===== src/rtl/core/assert_macros.svh =====
// Assertion macros shared by the RTL files that carry concurrent checks.
`ifndef ASSERT_MACROS_SVH
`define ASSERT_MACROS_SVH

// Property checked at every rising edge of clk, suspended while rst is high.
`define RRV_ASSERT(label, prop, msg) \
  label: assert property (@(posedge clk) disable iff (rst) (prop)) else $error(msg);

// Same check, with a plain boolean that must hold whenever the guard holds.
`define RRV_ASSERT_IMPLY(label, guard, cond, msg) \
  `RRV_ASSERT(label, (guard) |-> (cond), msg)

`endif


===== src/rtl/core/rrv_pkg.sv =====
// Package with the types, constants and helpers of the reply validator.
package rrv_pkg;

  // Datagram framing.
  localparam int unsigned HEADER_BYTES     = 20;
  localparam int unsigned MAX_PACKET_BYTES = 4096;
  localparam int unsigned POS_W            = 13;
  localparam logic [POS_W-1:0] POS_MAX     = {POS_W{1'b1}};
  localparam logic [7:0] MA_TYPE           = 8'd80;

  // Configuration port.
  localparam int unsigned PADDR_W = 4;
  localparam int unsigned PDATA_W = 32;
  localparam logic [1:0] REG_EXPECTED_ID    = 2'd0;
  localparam logic [1:0] REG_IS_AUTH        = 2'd1;
  localparam logic [1:0] REG_REQUIRE_MA     = 2'd2;

  // Reply codes that are recognized.
  localparam logic [7:0] CODE_ACCESS_ACCEPT   = 8'd2;
  localparam logic [7:0] CODE_ACCESS_REJECT   = 8'd3;
  localparam logic [7:0] CODE_ACCT_RESPONSE   = 8'd5;
  localparam logic [7:0] CODE_PASSWORD_ACK    = 8'd8;
  localparam logic [7:0] CODE_PASSWORD_REJECT = 8'd9;
  localparam logic [7:0] CODE_ACCESS_CHAL     = 8'd11;

  // Result status codes.
  localparam logic [2:0] ST_ACCEPT     = 3'd0;
  localparam logic [2:0] ST_REJECT     = 3'd1;
  localparam logic [2:0] ST_CHALLENGE  = 3'd2;
  localparam logic [2:0] ST_BAD_RESP   = 3'd3;
  localparam logic [2:0] ST_BAD_ID     = 3'd4;
  localparam logic [2:0] ST_MALFORMED  = 3'd5;
  localparam logic [2:0] ST_MA_MISSING = 3'd6;

  // Attribute walker phase.
  typedef enum logic [1:0] {
    PH_TYPE  = 2'd0,
    PH_LEN   = 2'd1,
    PH_VALUE = 2'd2
  } attr_phase_t;

  typedef struct packed {
    logic [7:0] pkt_byte;
    logic       last;
  } pkt_t;

  typedef struct packed {
    logic [2:0]  status;
    logic [7:0]  reply_code;
    logic [11:0] attr_bytes;
  } res_t;

  typedef struct packed {
    logic [7:0] expected_id;
    logic       is_auth_request;
    logic       require_ma_first;
  } cfg_t;

  // Maps a reply code to its final status when every check has passed.
  function automatic logic [2:0] map_code(input logic [7:0] code);
    logic [2:0] st;
    case (code)
      CODE_ACCESS_ACCEPT, CODE_ACCT_RESPONSE, CODE_PASSWORD_ACK: st = ST_ACCEPT;
      CODE_ACCESS_REJECT, CODE_PASSWORD_REJECT: st = ST_REJECT;
      CODE_ACCESS_CHAL: st = ST_CHALLENGE;
      default: st = ST_BAD_RESP;
    endcase
    return st;
  endfunction

endpackage


===== src/rtl/core/rrv_cfg.sv =====
// Configuration registers behind the APB-style port.
module rrv_cfg (
  input  logic                          clk,
  input  logic                          rst,
  input  logic                          psel,
  input  logic                          penable,
  input  logic                          pwrite,
  input  logic [rrv_pkg::PADDR_W-1:0]   paddr,
  input  logic [rrv_pkg::PDATA_W-1:0]   pwdata,
  output logic [rrv_pkg::PDATA_W-1:0]   prdata,
  output logic                          pready,
  output rrv_pkg::cfg_t                 cfg
);

  logic       wr_en;
  logic [1:0] reg_idx;

  assign pready  = 1'b1;
  assign wr_en   = psel && penable && pwrite;
  assign reg_idx = paddr[3:2];

  // Register writes; addresses past the list are dropped.
  always_ff @(posedge clk) begin
    if (rst) begin
      cfg.expected_id      <= 8'd0;
      cfg.is_auth_request  <= 1'b1;
      cfg.require_ma_first <= 1'b1;
    end else if (wr_en) begin
      case (reg_idx)
        rrv_pkg::REG_EXPECTED_ID: cfg.expected_id      <= pwdata[7:0];
        rrv_pkg::REG_IS_AUTH:     cfg.is_auth_request  <= pwdata[0];
        rrv_pkg::REG_REQUIRE_MA:  cfg.require_ma_first <= pwdata[0];
        default: ;
      endcase
    end
  end

  // Read mux.
  always_comb begin
    case (reg_idx)
      rrv_pkg::REG_EXPECTED_ID: prdata = {24'd0, cfg.expected_id};
      rrv_pkg::REG_IS_AUTH:     prdata = {31'd0, cfg.is_auth_request};
      rrv_pkg::REG_REQUIRE_MA:  prdata = {31'd0, cfg.require_ma_first};
      default:                  prdata = '0;
    endcase
  end

endmodule


===== src/rtl/core/rrv_parser.sv =====
// Per-datagram parser: header capture, attribute walk and final status.
module rrv_parser #(
  parameter int unsigned MAX_PACKET_BYTES = rrv_pkg::MAX_PACKET_BYTES
) (
  input  logic          clk,
  input  logic          rst,
  input  logic          step,
  input  rrv_pkg::pkt_t item,
  input  rrv_pkg::cfg_t cfg,
  output rrv_pkg::res_t result
);

  localparam logic [rrv_pkg::POS_W-1:0] HDR_POS = rrv_pkg::POS_W'(rrv_pkg::HEADER_BYTES);
  localparam logic [15:0] HDR_LEN = 16'(rrv_pkg::HEADER_BYTES);
  localparam logic [15:0] MAX_LEN = 16'(MAX_PACKET_BYTES);

  // Per-datagram state.
  logic [rrv_pkg::POS_W-1:0] byte_pos;
  logic [7:0]                code_reg;
  logic [7:0]                id_reg;
  logic [15:0]               claimed_len;
  logic [7:0]                attr_left;
  rrv_pkg::attr_phase_t      attr_phase;
  logic [7:0]                first_attr_type;
  logic                      walk_error;

  logic [rrv_pkg::POS_W-1:0] byte_pos_next;
  logic [7:0]                code_reg_next;
  logic [7:0]                id_reg_next;
  logic [15:0]               claimed_len_next;
  logic [7:0]                attr_left_next;
  rrv_pkg::attr_phase_t      attr_phase_next;
  logic [7:0]                first_attr_type_next;
  logic                      walk_error_next;

  logic        in_area;
  logic [16:0] len_reach;
  logic [16:0] len_limit;
  logic        in_range;
  logic [15:0] attr_area;

  // Bytes inside the claimed area past the header are walked.
  assign in_area = (byte_pos >= HDR_POS) &&
                   ({{(16-rrv_pkg::POS_W){1'b0}}, byte_pos} < claimed_len);

  // A length byte overruns when pos + len exceeds claimed_len + 1.
  assign len_reach = {9'd0, item.pkt_byte} + {{(17-rrv_pkg::POS_W){1'b0}}, byte_pos};
  assign len_limit = {1'b0, claimed_len} + 17'd1;

  // Next state: header fields, byte counter and attribute walker.
  always_comb begin
    code_reg_next        = code_reg;
    id_reg_next          = id_reg;
    claimed_len_next     = claimed_len;
    attr_left_next       = attr_left;
    attr_phase_next      = attr_phase;
    first_attr_type_next = first_attr_type;
    walk_error_next      = walk_error;
    byte_pos_next = (byte_pos != rrv_pkg::POS_MAX) ? byte_pos + 1'b1 : byte_pos;

    if (byte_pos == rrv_pkg::POS_W'(0)) begin
      code_reg_next = item.pkt_byte;
    end else if (byte_pos == rrv_pkg::POS_W'(1)) begin
      id_reg_next = item.pkt_byte;
    end else if (byte_pos == rrv_pkg::POS_W'(2)) begin
      claimed_len_next = {item.pkt_byte, 8'd0};
    end else if (byte_pos == rrv_pkg::POS_W'(3)) begin
      claimed_len_next = {claimed_len[15:8], item.pkt_byte};
    end else if (in_area && !walk_error) begin
      case (attr_phase)
        rrv_pkg::PH_TYPE: begin
          if (byte_pos == HDR_POS) first_attr_type_next = item.pkt_byte;
          if (item.pkt_byte == 8'd0) walk_error_next = 1'b1;
          attr_phase_next = rrv_pkg::PH_LEN;
        end
        rrv_pkg::PH_LEN: begin
          if (item.pkt_byte < 8'd2 || len_reach > len_limit) begin
            walk_error_next = 1'b1;
          end else begin
            attr_left_next  = item.pkt_byte - 8'd2;
            attr_phase_next = (item.pkt_byte == 8'd2) ? rrv_pkg::PH_TYPE : rrv_pkg::PH_VALUE;
          end
        end
        default: begin
          attr_left_next = attr_left - 8'd1;
          if (attr_left == 8'd1) attr_phase_next = rrv_pkg::PH_TYPE;
        end
      endcase
    end
  end

  assign in_range  = (claimed_len_next >= HDR_LEN) && (claimed_len_next <= MAX_LEN);
  assign attr_area = claimed_len_next - HDR_LEN;

  // Result for a datagram that ends with this byte, checks in priority order.
  always_comb begin
    result.reply_code = code_reg_next;
    result.attr_bytes = in_range ? attr_area[11:0] : 12'd0;
    if (byte_pos_next < HDR_POS ||
        {{(16-rrv_pkg::POS_W){1'b0}}, byte_pos_next} < claimed_len_next) begin
      result.status = rrv_pkg::ST_MALFORMED;
    end else if (!in_range) begin
      result.status = rrv_pkg::ST_BAD_RESP;
    end else if (id_reg_next != cfg.expected_id) begin
      result.status = rrv_pkg::ST_BAD_ID;
    end else if (walk_error_next || attr_phase_next != rrv_pkg::PH_TYPE) begin
      result.status = rrv_pkg::ST_MALFORMED;
    end else if (cfg.is_auth_request && cfg.require_ma_first &&
                 (attr_area == 16'd0 || first_attr_type_next != rrv_pkg::MA_TYPE)) begin
      result.status = rrv_pkg::ST_MA_MISSING;
    end else begin
      result.status = rrv_pkg::map_code(code_reg_next);
    end
  end

  // State update; the last byte returns everything to its reset values.
  always_ff @(posedge clk) begin
    if (rst || (step && item.last)) begin
      byte_pos        <= '0;
      code_reg        <= 8'd0;
      id_reg          <= 8'd0;
      claimed_len     <= 16'd0;
      attr_left       <= 8'd0;
      attr_phase      <= rrv_pkg::PH_TYPE;
      first_attr_type <= 8'd0;
      walk_error      <= 1'b0;
    end else if (step) begin
      byte_pos        <= byte_pos_next;
      code_reg        <= code_reg_next;
      id_reg          <= id_reg_next;
      claimed_len     <= claimed_len_next;
      attr_left       <= attr_left_next;
      attr_phase      <= attr_phase_next;
      first_attr_type <= first_attr_type_next;
      walk_error      <= walk_error_next;
    end
  end

endmodule


===== src/rtl/core/radius_reply_validator.sv =====
// Top level of the RADIUS reply validator: channel registers and assembly.
//
// Usage: the received reply datagram enters on the pkt channel, one byte per
// transfer, with pkt.last set on its final byte. Bytes past the claimed length
// are ignored. For each datagram exactly one result transfer leaves on the res
// channel, carrying the status, the reply code and the attribute area size.
// Configuration (expected id, request kind, Message-Authenticator rule) is
// written through the APB-style port while no datagram is in flight.
// Throughput: one byte per cycle, except while a final byte waits on a stalled
// result; the parse state updates in a single pass between the input register
// and the result register. The final byte passes the input register, then its
// result is loaded into the result register.
// Reset (rst, synchronous) empties both registers, clears the parse state and
// loads the configuration defaults. While the receiver stalls a waiting result,
// non-final bytes keep flowing; a final byte waits in the input register, and
// pkt_stall rises only once that register is occupied and blocked.
`include "assert_macros.svh"

module radius_reply_validator #(
  parameter int unsigned MAX_PACKET_BYTES = rrv_pkg::MAX_PACKET_BYTES
) (
  input  logic                          clk,
  input  logic                          rst,
  input  logic                          pkt_valid,
  output logic                          pkt_stall,
  input  rrv_pkg::pkt_t                 pkt,
  output logic                          res_valid,
  input  logic                          res_stall,
  output rrv_pkg::res_t                 res,
  input  logic                          psel,
  input  logic                          penable,
  input  logic                          pwrite,
  input  logic [rrv_pkg::PADDR_W-1:0]   paddr,
  input  logic [rrv_pkg::PDATA_W-1:0]   pwdata,
  output logic [rrv_pkg::PDATA_W-1:0]   prdata,
  output logic                          pready
);

  rrv_pkg::cfg_t cfg;
  rrv_pkg::pkt_t item;
  rrv_pkg::res_t result;
  logic          item_valid;
  logic          res_free;
  logic          advance;
  logic          res_load;

  rrv_cfg u_cfg (
    .clk     (clk),
    .rst     (rst),
    .psel    (psel),
    .penable (penable),
    .pwrite  (pwrite),
    .paddr   (paddr),
    .pwdata  (pwdata),
    .prdata  (prdata),
    .pready  (pready),
    .cfg     (cfg)
  );

  // A byte moves on unless it finishes a datagram and the result slot is full.
  assign res_free  = !res_valid || !res_stall;
  assign advance   = item_valid && (!item.last || res_free);
  assign res_load  = advance && item.last;
  assign pkt_stall = item_valid && !advance;

  // Input register.
  always_ff @(posedge clk) begin
    if (rst) begin
      item_valid <= 1'b0;
    end else if (!pkt_stall) begin
      item_valid <= pkt_valid;
    end
  end

  always_ff @(posedge clk) begin
    if (!pkt_stall) begin
      item <= pkt;
    end
  end

  rrv_parser #(
    .MAX_PACKET_BYTES (MAX_PACKET_BYTES)
  ) u_parser (
    .clk    (clk),
    .rst    (rst),
    .step   (advance),
    .item   (item),
    .cfg    (cfg),
    .result (result)
  );

  // Result register.
  always_ff @(posedge clk) begin
    if (rst) begin
      res_valid <= 1'b0;
    end else if (res_free) begin
      res_valid <= res_load;
    end
  end

  always_ff @(posedge clk) begin
    if (res_load) begin
      res <= result;
    end
  end

  // A new result is never produced over one the receiver still holds.
  `RRV_ASSERT_IMPLY(a_no_overwrite, res_valid && res_stall, !res_load,
                    "result overwritten while stalled")

  // An accept status only comes from a code that maps to accept.
  `RRV_ASSERT_IMPLY(a_accept_code, res_valid && res.status == rrv_pkg::ST_ACCEPT,
                    res.reply_code == rrv_pkg::CODE_ACCESS_ACCEPT ||
                    res.reply_code == rrv_pkg::CODE_ACCT_RESPONSE ||
                    res.reply_code == rrv_pkg::CODE_PASSWORD_ACK,
                    "accept status with a non-accept code")

  // A final byte that finds the result slot free is taken at once.
  `RRV_ASSERT_IMPLY(a_last_moves, item_valid && item.last && res_free, !pkt_stall,
                    "final byte held with the result slot free")

endmodule

===== config.mk =====
export PLATFORM = sky130hd
export DESIGN_NAME = radius_reply_validator
export DESIGN_NICKNAME = d
export VERILOG_FILES = /design/src/rtl/core/rrv_pkg.sv /design/src/rtl/core/rrv_cfg.sv /design/src/rtl/core/rrv_parser.sv /design/src/rtl/core/radius_reply_validator.sv
export VERILOG_INCLUDE_DIRS = /design/src /design/src/rtl/core
export SDC_FILE = /design/constraint.sdc
export NUM_CORES = 1
export LEC_CHECK = 0
export ABC_AREA = 1
export ABC_CLOCK_PERIOD_IN_PS = 5750
export BUFFER_PORTS_ARGS = -buffer_cell sky130_fd_sc_hd__buf_2
export CORE_MARGIN = 2
export CORE_UTILIZATION = 25
export DETAILED_ROUTE_END_ITERATION = 7
export SYNTH_ARGS = -nofsm -noshare
export SYNTH_HDL_FRONTEND = slang
export SYNTH_HIERARCHICAL = 1
export SYNTH_SLANG_ARGS = --single-unit

===== constraint.sdc =====
create_clock -name clk -period 5.75 [get_ports clk]
set_input_delay 1.15 -clock clk [delete_from_list [all_inputs] [get_ports clk]]
set_output_delay 1.15 -clock clk [all_outputs]
set_load 0.01 [all_outputs]

* After elaboration in Yosys (flattened, before gate mapping) *
Index checks and enable logic that the tools add are counted.

word-level totals
  register bits = 108
  latch bits = 0
  memory bits (writable) = 0
  bits in read-only memories = 0
  bits of input ports = 52
  output and inout bits = 58
  word-level logic and storage cells = 133
  memories = 0

cells by class
  add/sub/neg operators = 6
  $mul = 0
  divide/modulo/power cells = 0
  order comparisons = 8
  eq/ne operators = 19
  shift operators = 0
  muxes and demuxes = 40
  bitwise logic cells = 6
  reductions and logical operators = 35

operators by type and width
  kind                                                                                count
  8-bit two-way mux                                                                   12
  16-bit two-way mux                                                                  3
  13-bit by 16-bit less-than comparator with 1-bit output                             2
  13-bit by 2-bit == test with 1-bit output, second input constant                    2
  8-bit by 2-bit == test with 1-bit output, second input constant                     3
  8-bit by 4-bit == test with 1-bit output, second input constant                     3
  8-bit one-hot mux with 3 select lines                                               1
  16-bit by 1-bit adder with 17-bit output, second input constant                     1
  17-bit > comparator                                                                 1
  16-bit by 5-bit >= comparator with 1-bit output, second input constant              1
  16-bit by 13-bit less-or-equal comparator with 1-bit output, second input constant  1
  16-bit logical NOT                                                                  1
  2-bit two-way mux                                                                   8
  8-bit one-hot mux with 2 select lines                                               1
  16-bit by 5-bit subtractor with 16-bit output, second input constant                1
  8-bit by 13-bit adder with 14-bit output                                            1
  13-bit by 1-bit adder with 13-bit output, second input constant                     1
  13-bit by 1-bit == test with 1-bit output, second input constant                    1
  13-bit by 5-bit == test with 1-bit output, second input constant                    1
  13-bit by 5-bit >= comparator with 1-bit output, second input constant              1
  13-bit logical NOT                                                                  1
  13-bit by 5-bit less-than comparator with 1-bit output, second input constant       1
  13-bit two-way mux                                                                  1
  13-bit inequality test, second input constant                                       1
  26 further kinds                                                                    64

* Longest topological paths before layout *
Gate-level depths: netlist of run 1.

  depth after elaboration = 15
  gate-level depth with buffers = 31
  depth with buffers taken out = 31

* Hierarchy *
The synthesis of run 1 kept the hierarchy.

by module, submodules not included
  module                  instances  cells each  area each (sq um)  seq. area each (sq um)
  rrv_parser              1          1,062       6,676.4            1,281.2
  radius_reply_validator  1          46          1,064.8            1,001.0
  rrv_cfg                 1          116         745.7              200.2

* Worst setup path before layout of run 1 *
Ideal clock, no wire load.

  path kind = flip-flop to flip-flop
  start = register, netlist name item[1]
  end = register u_parser.attr_left[0]
  library setup time = 0.120 ns
  arrival = 3.742 ns
  required time = 5.630 ns
  slack = 1.889 ns
  cell stages (with the launch flop) = 29
  path buffers = 1
  period minus slack after synthesis = 3.861 ns
  path through = edfxtp_1 ha_1 inv_1 fa_1 nand3b_1 and2_1 inv_1 a21oi_1 o21ai_0 nand2_1 nand2_1 a21oi_1 nor2_1 xor2_1 ha_1 a21oi_1 nor2_1 a211oi_1 o21ai_0 nand2_1 nand2_1 nand3_1 nand2_1 nand2_1 and2_1 buf_2 clkinv_1 o21ai_0 a21oi_1

on the way
  cells in the longest elaborated chain, start to end = 5
  elaborated cells between the ends (all ways) = 9
  those cells by class = 2 x add/sub; 2 x order compare; 1 x eq/ne; 2 x mux; 2 x reduce/logical

ends and longest elaborated chain
  what                                      RTL line           text
  8-bit by 13-bit adder with 14-bit output  rrv_parser.sv:47   assign len_reach = {9'd0, item.pkt_byte} + {{(17-rrv_pkg::POS_W){1'b0}}, byte_pos};
  17-bit > comparator                       rrv_parser.sv:77   if (item.pkt_byte < 8'd2 || len_reach > len_limit) begin
  1-bit logical OR                          rrv_parser.sv:77
  2-bit inequality test (no source line)    -
  8-bit AND reduction (no source line)      -
  to (signal assigned)                      rrv_parser.sv:132  attr_left <= attr_left_next;
  to (decl)                                 rrv_parser.sv:22   logic [7:0] attr_left;

Parallel ways exist; a longest one is shown, timed or not. The select of a mux whose other input is x is not followed.
A chain may end at the register's enable or synchronous reset.

* Worst setup path after layout of run 1 *
  start = register, netlist name item[2]
  end = register u_parser.attr_left[0]

on the way
  cells in the longest elaborated chain, start to end = 5
  elaborated cells between the ends (all ways) = 6
  those cells by class = 1 x add/sub; 2 x order compare; 1 x eq/ne; 2 x reduce/logical

ends and longest elaborated chain
  what                                        RTL line
  8-bit by 13-bit adder with 14-bit output    rrv_parser.sv:47
  17-bit > comparator                         rrv_parser.sv:77
  1-bit logical OR (*)                        rrv_parser.sv:77
  2-bit inequality test (no source line) (*)  -
  8-bit AND reduction (no source line) (*)    -

Mark *: on every way between the ends. The rest lies on a longest branch, timed or not.

==> results.json, run 1 <==
{
  "status": "complete, no violations",
  "cp-start-kind": "register",
  "cap_violations": 0,
  "critPathRequiredTime_ns": 6.00,
  "overflow": 0,
  "post-route-period-util_pct": 85.1,
  "cts_tree": "done",
  "endpoint": "u_parser/attr_left[0]$_SDFFE_PP0P_",
  "rows": 67,
  "fp.dieH_um": 188,
  "r2r-end": "u_parser/attr_left[0]$_SDFFE_PP0P_",
  "grt_pass1_wl_um": 36400,
  "cts_buffer_depth": 2,
  "wire_per_inst_um": 13.2,
  "cts_buffers": 9,
  "crit_fanout": 9,
  "crit_path_end_kind": "register",
  "antenna_found_initial": 0,
  "syn_inst": 1224,
  "dp_cells": 1704,
  "ys_seq_area_share_pct": 29.2,
  "tightest_slew_ns": 1.00,
  "hold_depth": 2,
  "rsz0062_at_grt": "no",
  "final_common_cell": "nand2_1",
  "start_util_pct": 25.4,
  "dieArea_um2": 35400,
  "largest_reg_flops": 23,
  "drive_above_1_share_pct": 13.6,
  "numPortBuffers": 58,
  "finClkSkew_ns": 0.00760,
  "syn_to_final_growth_pct": 11.1,
  "report.final.slew_viol_count": 0,
  "grt_max_degree": 65,
  "vias": 7803,
  "post_cts_resized": 0,
  "synth_area_um2": 8490,
  "powerDensity_nw_per_um2": 231,
  "drt-total-wl_um": 22700,
  "htree_num_levels": 3,
  "drtIter0Drc": 501,
  "place_hpwl_um": 17400,
  "ys_seq_elements": 108,
  "startpoint": "item[2]$_DFFE_PN_",
  "setup_viol": 0,
  "layout_common_cells": "nand2_1, inv_1, nor2_1",
  "grt_pass1_vias": 7145,
  "first_pass_iters": 5,
  "pin_count": 110,
  "worstPathArrival_ns": 5.15,
  "yosys_warnings": 6,
  "min_period_ns": 4.89,
  "clock-sinks": 108,
  "num_antenna_cells": 0,
  "cts.hold.buffers_added": 0,
  "top_register": "res",
  "fillCellCount": 3651,
  "cts.reportedPaths.clkPinSlew_ns": 0.08,
  "root_buffer": "clkbuf_16",
  "fmax_mhz": 204,
  "critPathKind": "register to register",
  "gp_congestion": 0.878,
  "fp.dieW_um": 188,
  "postRouteAntennaNets": 0,
  "insertion_delay_ns": 0.36,
  "hp-class": "register to register",
  "nets": 1377,
  "ff2ff_setup_slack_ns": 0.86,
  "setup_tns_ns": 0,
  "reg_top3": "res x23, u_parser/claimed_len x16, u_parser/byte_pos x13",
  "viasPerCell": 4.54,
  "ir_drop_uv": 155,
  "p_leak_nw": 4.59,
  "postCtsSetupBuffers": 0,
  "timing.slew.headroom_pct": 32.8,
  "rr_startpoint": "item[2]$_DFFE_PN_",
  "drc_errors": 0,
  "layout.cells.non_filler": 1720,
  "synth.distinct_cells": 53,
  "core_area_um2": 33400,
  "reg2regPathDepth": 26,
  "finalHoldViolations": 0,
  "track_usage_pct": 12.8,
  "postSynthAreaPerCell_um2": 6.93
}
==> worst min-delay path by stage <==
| stage | start | end | slack [ns] |
|---|---|---|---|
| floorplan | u_cfg/cfg[0]$_SDFFE_PP1P_ | u_cfg/cfg[0]$_SDFFE_PP1P_ | 0.45 |
| detailed placement | u_cfg/cfg[1]$_SDFFE_PP1P_ | u_cfg/cfg[1]$_SDFFE_PP1P_ | 0.47 |
| global route | u_cfg/cfg[1]$_SDFFE_PP1P_ | u_cfg/cfg[1]$_SDFFE_PP1P_ | 0.51 |
| CTS | u_cfg/cfg[1]$_SDFFE_PP1P_ | u_cfg/cfg[1]$_SDFFE_PP1P_ | 0.49 |
| global placement | u_cfg/cfg[0]$_SDFFE_PP1P_ | u_cfg/cfg[0]$_SDFFE_PP1P_ | 0.47 |
| finish | u_cfg/cfg[1]$_SDFFE_PP1P_ | u_cfg/cfg[1]$_SDFFE_PP1P_ | 0.49 |
==> cells in the mapped netlist, drive strengths merged <==
cell type,instances,area (um2)
nand3b,1,7.51
a21oi,87,439
a21o,1,7.51
ha,57,713
a41oi,1,8.76
o22ai,1,6.26
clkbuf,21,78.8
nor3b,2,15.0
mux2i,6,60.1
xor2,32,280
dfxtp,76,1520
or2,1,6.26
inv,189,712
nor3,26,140
and2,2,12.5
nand3,66,373
xnor2,9,78.8
a31oi,1,6.26
nor4,4,31.3
a211oi,6,45.0
edfxtp,32,961
o211ai,4,30.0
o21a,2,16.3
fa,1,20.0
clkinv,4,15.0
nor2,158,726
nand2,262,1170
conb,2,7.51
o31ai,1,7.51
nand4,26,178
o21ai,110,569
buf,33,246
==> worst max-delay path, cell delays in order, from the launching register on <==
cell and delay [ns]:
edfxtp_1 0.52, inv_1 0.27, fa_1 0.52, nand3b_1 0.17, and2_1 0.18, inv_1 0.06
a21oi_1 0.05, o21ai_0 0.25, nand2_1 0.09, nand2_1 0.07, a21oi_1 0.10, nor2_1 0.13
xor2_1 0.17, ha_1 0.28, a21oi_1 0.15, nor2_1 0.05, a211oi_1 0.15, o21ai_0 0.12
nand2_1 0.07, nand2_1 0.07, nand3_1 0.22, nand2_1 0.08, nand2_1 0.08, and2_1 0.30
clkinv_1 0.31, o21ai_0 0.25, a21oi_1 0.06
==> routing by layer <==
layer | global-route usage (%) | vias to the layer above | wire [um]
met5 | 0 | - | 0
met4 | 4.45 | 0 | 682
met3 | 2.40 | 48 | 1160
met2 | 21.5 | 209 | 10500
met1 | 16.3 | 3537 | 10400
li1 | - | 4009 | -
==> cells by family (layout without fill, tap and decap cells) <==
group           count (synthesis)  after routing  share of synthesized area [%]
fa+ha+maj                      58             58                           8.64
compound gates                214            214                           13.4
xor+xnor                       41             41                           4.23
other cells                     2             25                         0.0885
simple gates                  548            548                           31.3
flops                         108            108                           29.2
buf+inv                       247            272                           12.4
mux                             6              6                          0.708
==> layout make-up <==
class / count / area, um2 / area share (%)
timing repair buffer: 63 / 328 / 3.48
sequential: 108 / 2480 / 26.3
clock inverter: 7 / 65.1 / 0.690
tap: 448 / 561 / 5.94
clock buffer: 9 / 225 / 2.39
multi-input combinational: 892 / 5040 / 53.5
inverter: 193 / 727 / 7.71
==> stage by stage <==
| stage | total power, mW | hold slack (ns) | area [um2] | setup slack, ns | utilization, % |
|---|---|---|---|---|---|
| 2_1_floorplan | 1.41 | 0.449 | 8570 | 1.89 | - |
| 3_3_place_gp | 1.55 | 0.474 | 9140 | 0.981 | 27.3 |
| 3_5_place_dp | 1.56 | 0.475 | 9140 | 0.910 | 27.3 |
| 4_1_cts | 2.20 | 0.492 | 9430 | 0.879 | 28.2 |
| 5_1_grt | 2.32 | 0.514 | 9430 | 0.276 | 28.2 |
| 6_report | 2.18 | 0.489 | 9430 | 0.856 | 28.2 |
==> where the power goes <==
group          total (mW)  internal, mW  switching (mW)
clock network       0.622         0.305           0.318
logic               0.677         0.225           0.453
registers           0.877         0.835          0.0428
total                2.18          1.36           0.813
Note: power is estimated with default switching activity, not from simulation.
==> run 2: changes to the inputs <==
Settings changed: GPL_TIMING_DRIVEN set to 0, SKIP_LAST_GASP set to 1.
==> results.json, run 2 (synthesis results as in run 1) <==
{
  "status": "complete, no violations",
  "critPathRequiredTime_ns": 6.00,
  "num_antenna_cells": 0,
  "start_util_pct": 25.4,
  "root_buffer": "clkbuf_16",
  "htree_num_levels": 3,
  "numPortBuffers": 58,
  "cts.reportedPaths.clkPinSlew_ns": 0.08,
  "gp_congestion": 0.926,
  "largest_reg_flops": 23,
  "viasPerCell": 4.54,
  "drt-total-wl_um": 24600,
  "hold_depth": 2,
  "power.switching_mw": 0.828,
  "cp-start-kind": "register",
  "overflow": 0,
  "rows": 67,
  "cts.hold.buffers_added": 0,
  "vias": 8038,
  "clkPwrFrac_pct": 28.2,
  "met3_length_um": 1320,
  "cap_violations": 0,
  "track_usage_pct": 13.6,
  "fp.dieH_um": 188,
  "wire_per_inst_um": 13.9,
  "top_layer": "met4",
  "post-route-period-util_pct": 85.9,
  "cp_slowest_cell": "edfxtp_1",
  "ir_drop_uv": 169,
  "critPathKind": "register to register",
  "drc_errors": 0,
  "worstPathArrival_ns": 5.19,
  "pwr-share-comb_pct": 32.3,
  "met1Wirelength_um": 11400,
  "pre_cts_ws_ns": 0.829,
  "postRouteAntennaNets": 0,
  "setup_tns_ns": 0,
  "fmax_mhz": 202,
  "layout.cells.non_filler": 1770,
  "drive_above_1_share_pct": 15.1,
  "min_period_ns": 4.94,
  "insertion_delay_ns": 0.36,
  "core_area_um2": 33400,
  "crit_path_frequent_cell": "nand2_1",
  "whs_endpoint": "u_cfg/cfg[1]$_SDFFE_PP1P_",
  "post_cts_resized": 0,
  "r2r-end": "u_parser/attr_left[0]$_SDFFE_PP0P_",
  "hp-class": "register to register",
  "p_sw_share_pct": 37.3,
  "crit_path_end_kind": "register",
  "nets": 1427,
  "fin_util_pct": 29.1,
  "final_area_um2": 9740,
  "report.final.slew_viol_count": 0,
  "p_leak_nw": 4.76,
  "dieArea_um2": 35400,
  "seqPwrFrac_pct": 39.5,
  "crit_fanout": 9,
  "timing.hold.ws_ns": 0.488,
  "clock-sinks": 108,
  "grt_pass1_wl_um": 38700,
  "syn_to_final_growth_pct": 14.7,
  "final_common_cell": "nand2_1",
  "grt_pass1_vias": 7265,
  "dr_wl_met2_um": 11300,
  "grt_max_degree": 22,
  "ff2ff_setup_slack_ns": 0.81,
  "max_stage_delay_ns": 0.54,
  "dpl_cell_area_um2": 9440,
  "postCtsSetupBuffers": 0,
  "min_from": "u_cfg/cfg[1]$_SDFFE_PP1P_",
  "p_int_mw": 1.39,
  "reg_top3": "res x23, u_parser/claimed_len x16, u_parser/byte_pos x13",
  "setup_viol": 0,
  "layout_common_cells": "nand2_1, inv_1, nor2_1",
  "rr_startpoint": "item[2]$_DFFE_PN_",
  "tightest_slew_ns": 0.684,
  "dp_cells": 1754,
  "drtIter0Drc": 588,
  "place_hpwl_um": 19500,
  "fp.dieW_um": 188,
  "fin_ws_ns": 0.810,
  "reg2regPathDepth": 27,
  "powerDensity_nw_per_um2": 228,
  "cts_buffers": 9,
  "rsz0062_at_grt": "no",
  "top_register": "res",
  "first_pass_iters": 5,
  "antenna_found_initial": 0,
  "cts_tree": "done",
  "timing.slew.headroom_pct": 54.4,
  "finalHoldViolations": 0,
  "finalPower_mw": 2.22,
  "cts_buffer_depth": 2,
  "pin_count": 110,
  "finClkSkew_ns": 0.0104
}
-- run 2: changes by cell type in the layout (fill, tap and decap cells not counted), sizes merged --
cell,previous run,this run
buf,63,92
clkbuf,9,31
inv,194,191
clkinv,5,7
-- run 2: worst max-delay path by stage --
stage,from,to,depth (start not counted)
finish,item[2]$_DFFE_PN_,u_parser/attr_left[0]$_SDFFE_PP0P_,27
global route,item[2]$_DFFE_PN_,res[22]$_DFFE_PP_,26
CTS,item[2]$_DFFE_PN_,u_parser/attr_left[0]$_SDFFE_PP0P_,26
detailed placement,item[2]$_DFFE_PN_,u_parser/attr_left[0]$_SDFFE_PP0P_,26
global placement,item[2]$_DFFE_PN_,res[22]$_DFFE_PP_,28
floorplan,item[1]$_DFFE_PN_,u_parser/attr_left[0]$_SDFFE_PP0P_,28
-- run 2: layout make-up --
cell class,count,area [um2]
fillers,3635,23700
flip-flops and latches,108,2480
well taps,448,561
clock buffers,10,239
inverters,193,727
plain buffers,54,325
repair buffers,59,305
multi-input cells,892,5040
clock inverters,6,56.3
-- run 2: worst max-delay path: cells and delay by family, from the launching register on --
kind            cells  cell delay (ns)
simple gates       12             1.35
compound gates      8             1.11
fa+ha+maj           2             0.83
buf+inv             4             0.81
xor+xnor            1             0.18
flops               1             0.54
-- run 2: power by group through the flow --
stage,combinational (mW),sequential [mW],clock [mW]
after global placement,0.698,0.894,0
after detailed placement,0.710,0.895,0
after CTS,0.714,0.877,0.644
after global routing,0.807,0.882,0.672
after floorplan,0.530,0.884,0
final,0.718,0.877,0.627
-- run 2: per-layer routing --
| metal | vias to the layer above | GRT usage [%] |
|---|---|---|
| li1 | 4104 | - |
| met1 | 3635 | 18.4 |
| met2 | 267 | 22.9 |
| met3 | 32 | 1.42 |
| met4 | 0 | 4.18 |
| met5 | - | 0 |
==> run 3: changes to the inputs <==
Settings changed: CELL_PAD_IN_SITES_DETAIL_PLACEMENT set to 2, CELL_PAD_IN_SITES_GLOBAL_PLACEMENT set to 2, PLACE_DENSITY_LB_ADDON set to 0.1.
==> results.json, run 3 (synthesis results as in run 1) <==
{
  "max_stage_delay_ns": 0.62,
  "drt-total-wl_um": 33100,
  "syn_to_final_growth_pct": 14.9,
  "first_pass_iters": 4,
  "viasPerCell": 4.66,
  "final_common_cell": "nand2_1",
  "multi_input_area_um2": 5040,
  "path_depth": 26,
  "rr_startpoint": "item[2]$_DFFE_PN_",
  "status": "complete, no violations",
  "overflow": 0,
  "fp.dieW_um": 188,
  "grt_pass1_wl_um": 52300,
  "cts_buffers": 9,
  "gp_congestion": 0.795,
  "antenna_found_initial": 0,
  "finClkSkew_ns": 0.0159,
  "nets": 1428,
  "powerDensity_nw_per_um2": 238,
  "tightest_slew_ns": 0.940,
  "finalHoldViolations": 0,
  "ff_latch_area_um2": 2480,
  "cp-start-kind": "register",
  "p_leak_nw": 4.76,
  "setup_viol": 0,
  "report.final.slew_viol_count": 0,
  "startpoint": "item[2]$_DFFE_PN_",
  "cts_buffer_depth": 2,
  "wire_per_inst_um": 18.7,
  "dieArea_um2": 35400,
  "reg2regPathDepth": 26,
  "pin_count": 110,
  "postRouteAntennaNets": 0,
  "crit_path_end_kind": "register",
  "grt_max_degree": 20,
  "ir_drop_uv": 153,
  "ff2ff_setup_slack_ns": 0.69,
  "fp.dieH_um": 188,
  "top_register": "res",
  "rsz0062_at_grt": "no",
  "cp_slowest_cell": "edfxtp_1",
  "drtIter0Drc": 284,
  "root_buffer": "clkbuf_16",
  "vias": 8255,
  "layout_common_cells": "nand2_1, inv_1, nor2_1",
  "cts.reportedPaths.clkPinSlew_ns": 0.09,
  "critPathKind": "register to register",
  "worstPathArrival_ns": 5.33,
  "grt_pass1_vias": 8831,
  "htree_num_levels": 3,
  "setup_tns_ns": 0,
  "drc_errors": 0,
  "crit_fanout": 9,
  "num_antenna_cells": 0,
  "largest_reg_flops": 23,
  "cap_violations": 0,
  "core_area_um2": 33400,
  "numPortBuffers": 58,
  "endpoint": "u_parser/attr_left[1]$_SDFFE_PP0P_",
  "start_util_pct": 25.4,
  "finalPower_mw": 2.33,
  "r2r-end": "u_parser/attr_left[1]$_SDFFE_PP0P_",
  "timing.slew.headroom_pct": 37.3,
  "min_period_ns": 5.06,
  "reg_top3": "res x23, u_parser/claimed_len x16, u_parser/byte_pos x13",
  "drive_above_1_share_pct": 15.1,
  "fmax_mhz": 197,
  "place_hpwl_um": 26600,
  "crit_family": "simple AND/OR/NAND/NOR gates",
  "cts_tree": "done",
  "track_usage_pct": 19.3,
  "fillCellCount": 4059,
  "post-route-period-util_pct": 88.1,
  "rows": 67,
  "path_buf_inv": 4,
  "insertion_delay_ns": 0.37,
  "clock-sinks": 108,
  "crit_path_frequent_cell": "nand2_1",
  "critPathRequiredTime_ns": 6.02,
  "hp-class": "register to register"
}
[run 3: routing by layer]
layer	vias to the layer above	global-route usage (%)	part of all wire, %
li1	4089	-	-
met1	4071	25.8	48
met2	78	33.9	48
met3	17	2.10	2.6
met4	0	3.39	0.95
met5	-	0	0
[run 3: cell type report]
class	instances	share of cell area [%]
timing repair buffer	60	3.21
multi-input combinational	892	51.7
clock inverter	5	0.629
buffer	54	3.34
clock buffer	10	2.45
inverter	193	7.49
tap	448	5.75
sequential	108	25.5
[run 3: power breakdown]
part	switching, mW	internal [mW]	total, mW
Combinational	0.518	0.246	0.765
Sequential	0.0463	0.835	0.881
Clock	0.329	0.351	0.680
[run 3: stage by stage]
| stage | instance area, um2 | cells | worst slack [ns] | utilization [%] | hold slack (ns) |
|---|---|---|---|---|---|
| 2_1_floorplan | 8570 | 1247 | 1.89 | - | 0.449 |
| 3_3_place_gp | 9420 | 1753 | 0.500 | 28.2 | 0.471 |
| 3_5_place_dp | 9440 | 1754 | 0.411 | 28.2 | 0.485 |
| 4_1_cts | 9740 | 1769 | 0.365 | 29.1 | 0.502 |
| 5_1_grt | 9750 | 1770 | 0.118 | 29.2 | 0.527 |
| 6_report | 9750 | 1770 | 0.686 | 29.2 | 0.497 |
[run 3: how the worst min path moves through the flow]
stage          cells past startpoint                        end  slack, ns                 startpoint
2_1_floorplan                      2  u_cfg/cfg[0]$_SDFFE_PP1P_       0.45  u_cfg/cfg[0]$_SDFFE_PP1P_
3_3_place_gp                       2  u_cfg/cfg[0]$_SDFFE_PP1P_       0.47  u_cfg/cfg[0]$_SDFFE_PP1P_
3_5_place_dp                       2  u_cfg/cfg[0]$_SDFFE_PP1P_       0.49  u_cfg/cfg[0]$_SDFFE_PP1P_
4_1_cts                            2  u_cfg/cfg[0]$_SDFFE_PP1P_       0.50  u_cfg/cfg[0]$_SDFFE_PP1P_
5_1_grt                            2  u_cfg/cfg[0]$_SDFFE_PP1P_       0.53  u_cfg/cfg[0]$_SDFFE_PP1P_
6_report                           2  u_cfg/cfg[0]$_SDFFE_PP1P_       0.50  u_cfg/cfg[0]$_SDFFE_PP1P_
[run 3: worst min-delay path, cell delays in order (launching register included)]
cell     delay (ns)
dfxtp_1        0.33
nand2_1        0.07
nand3_1        0.05
[run 3: what timing repair did]
| action | 4_1_cts | 5_1_grt |
|---|---|---|
| endpoints found under the setup margin | 0 | 4 |
| hold buffers | 0 | 0 |
| gates resized for setup | 0 | 1 |
| setup buffers | 0 | 1 |
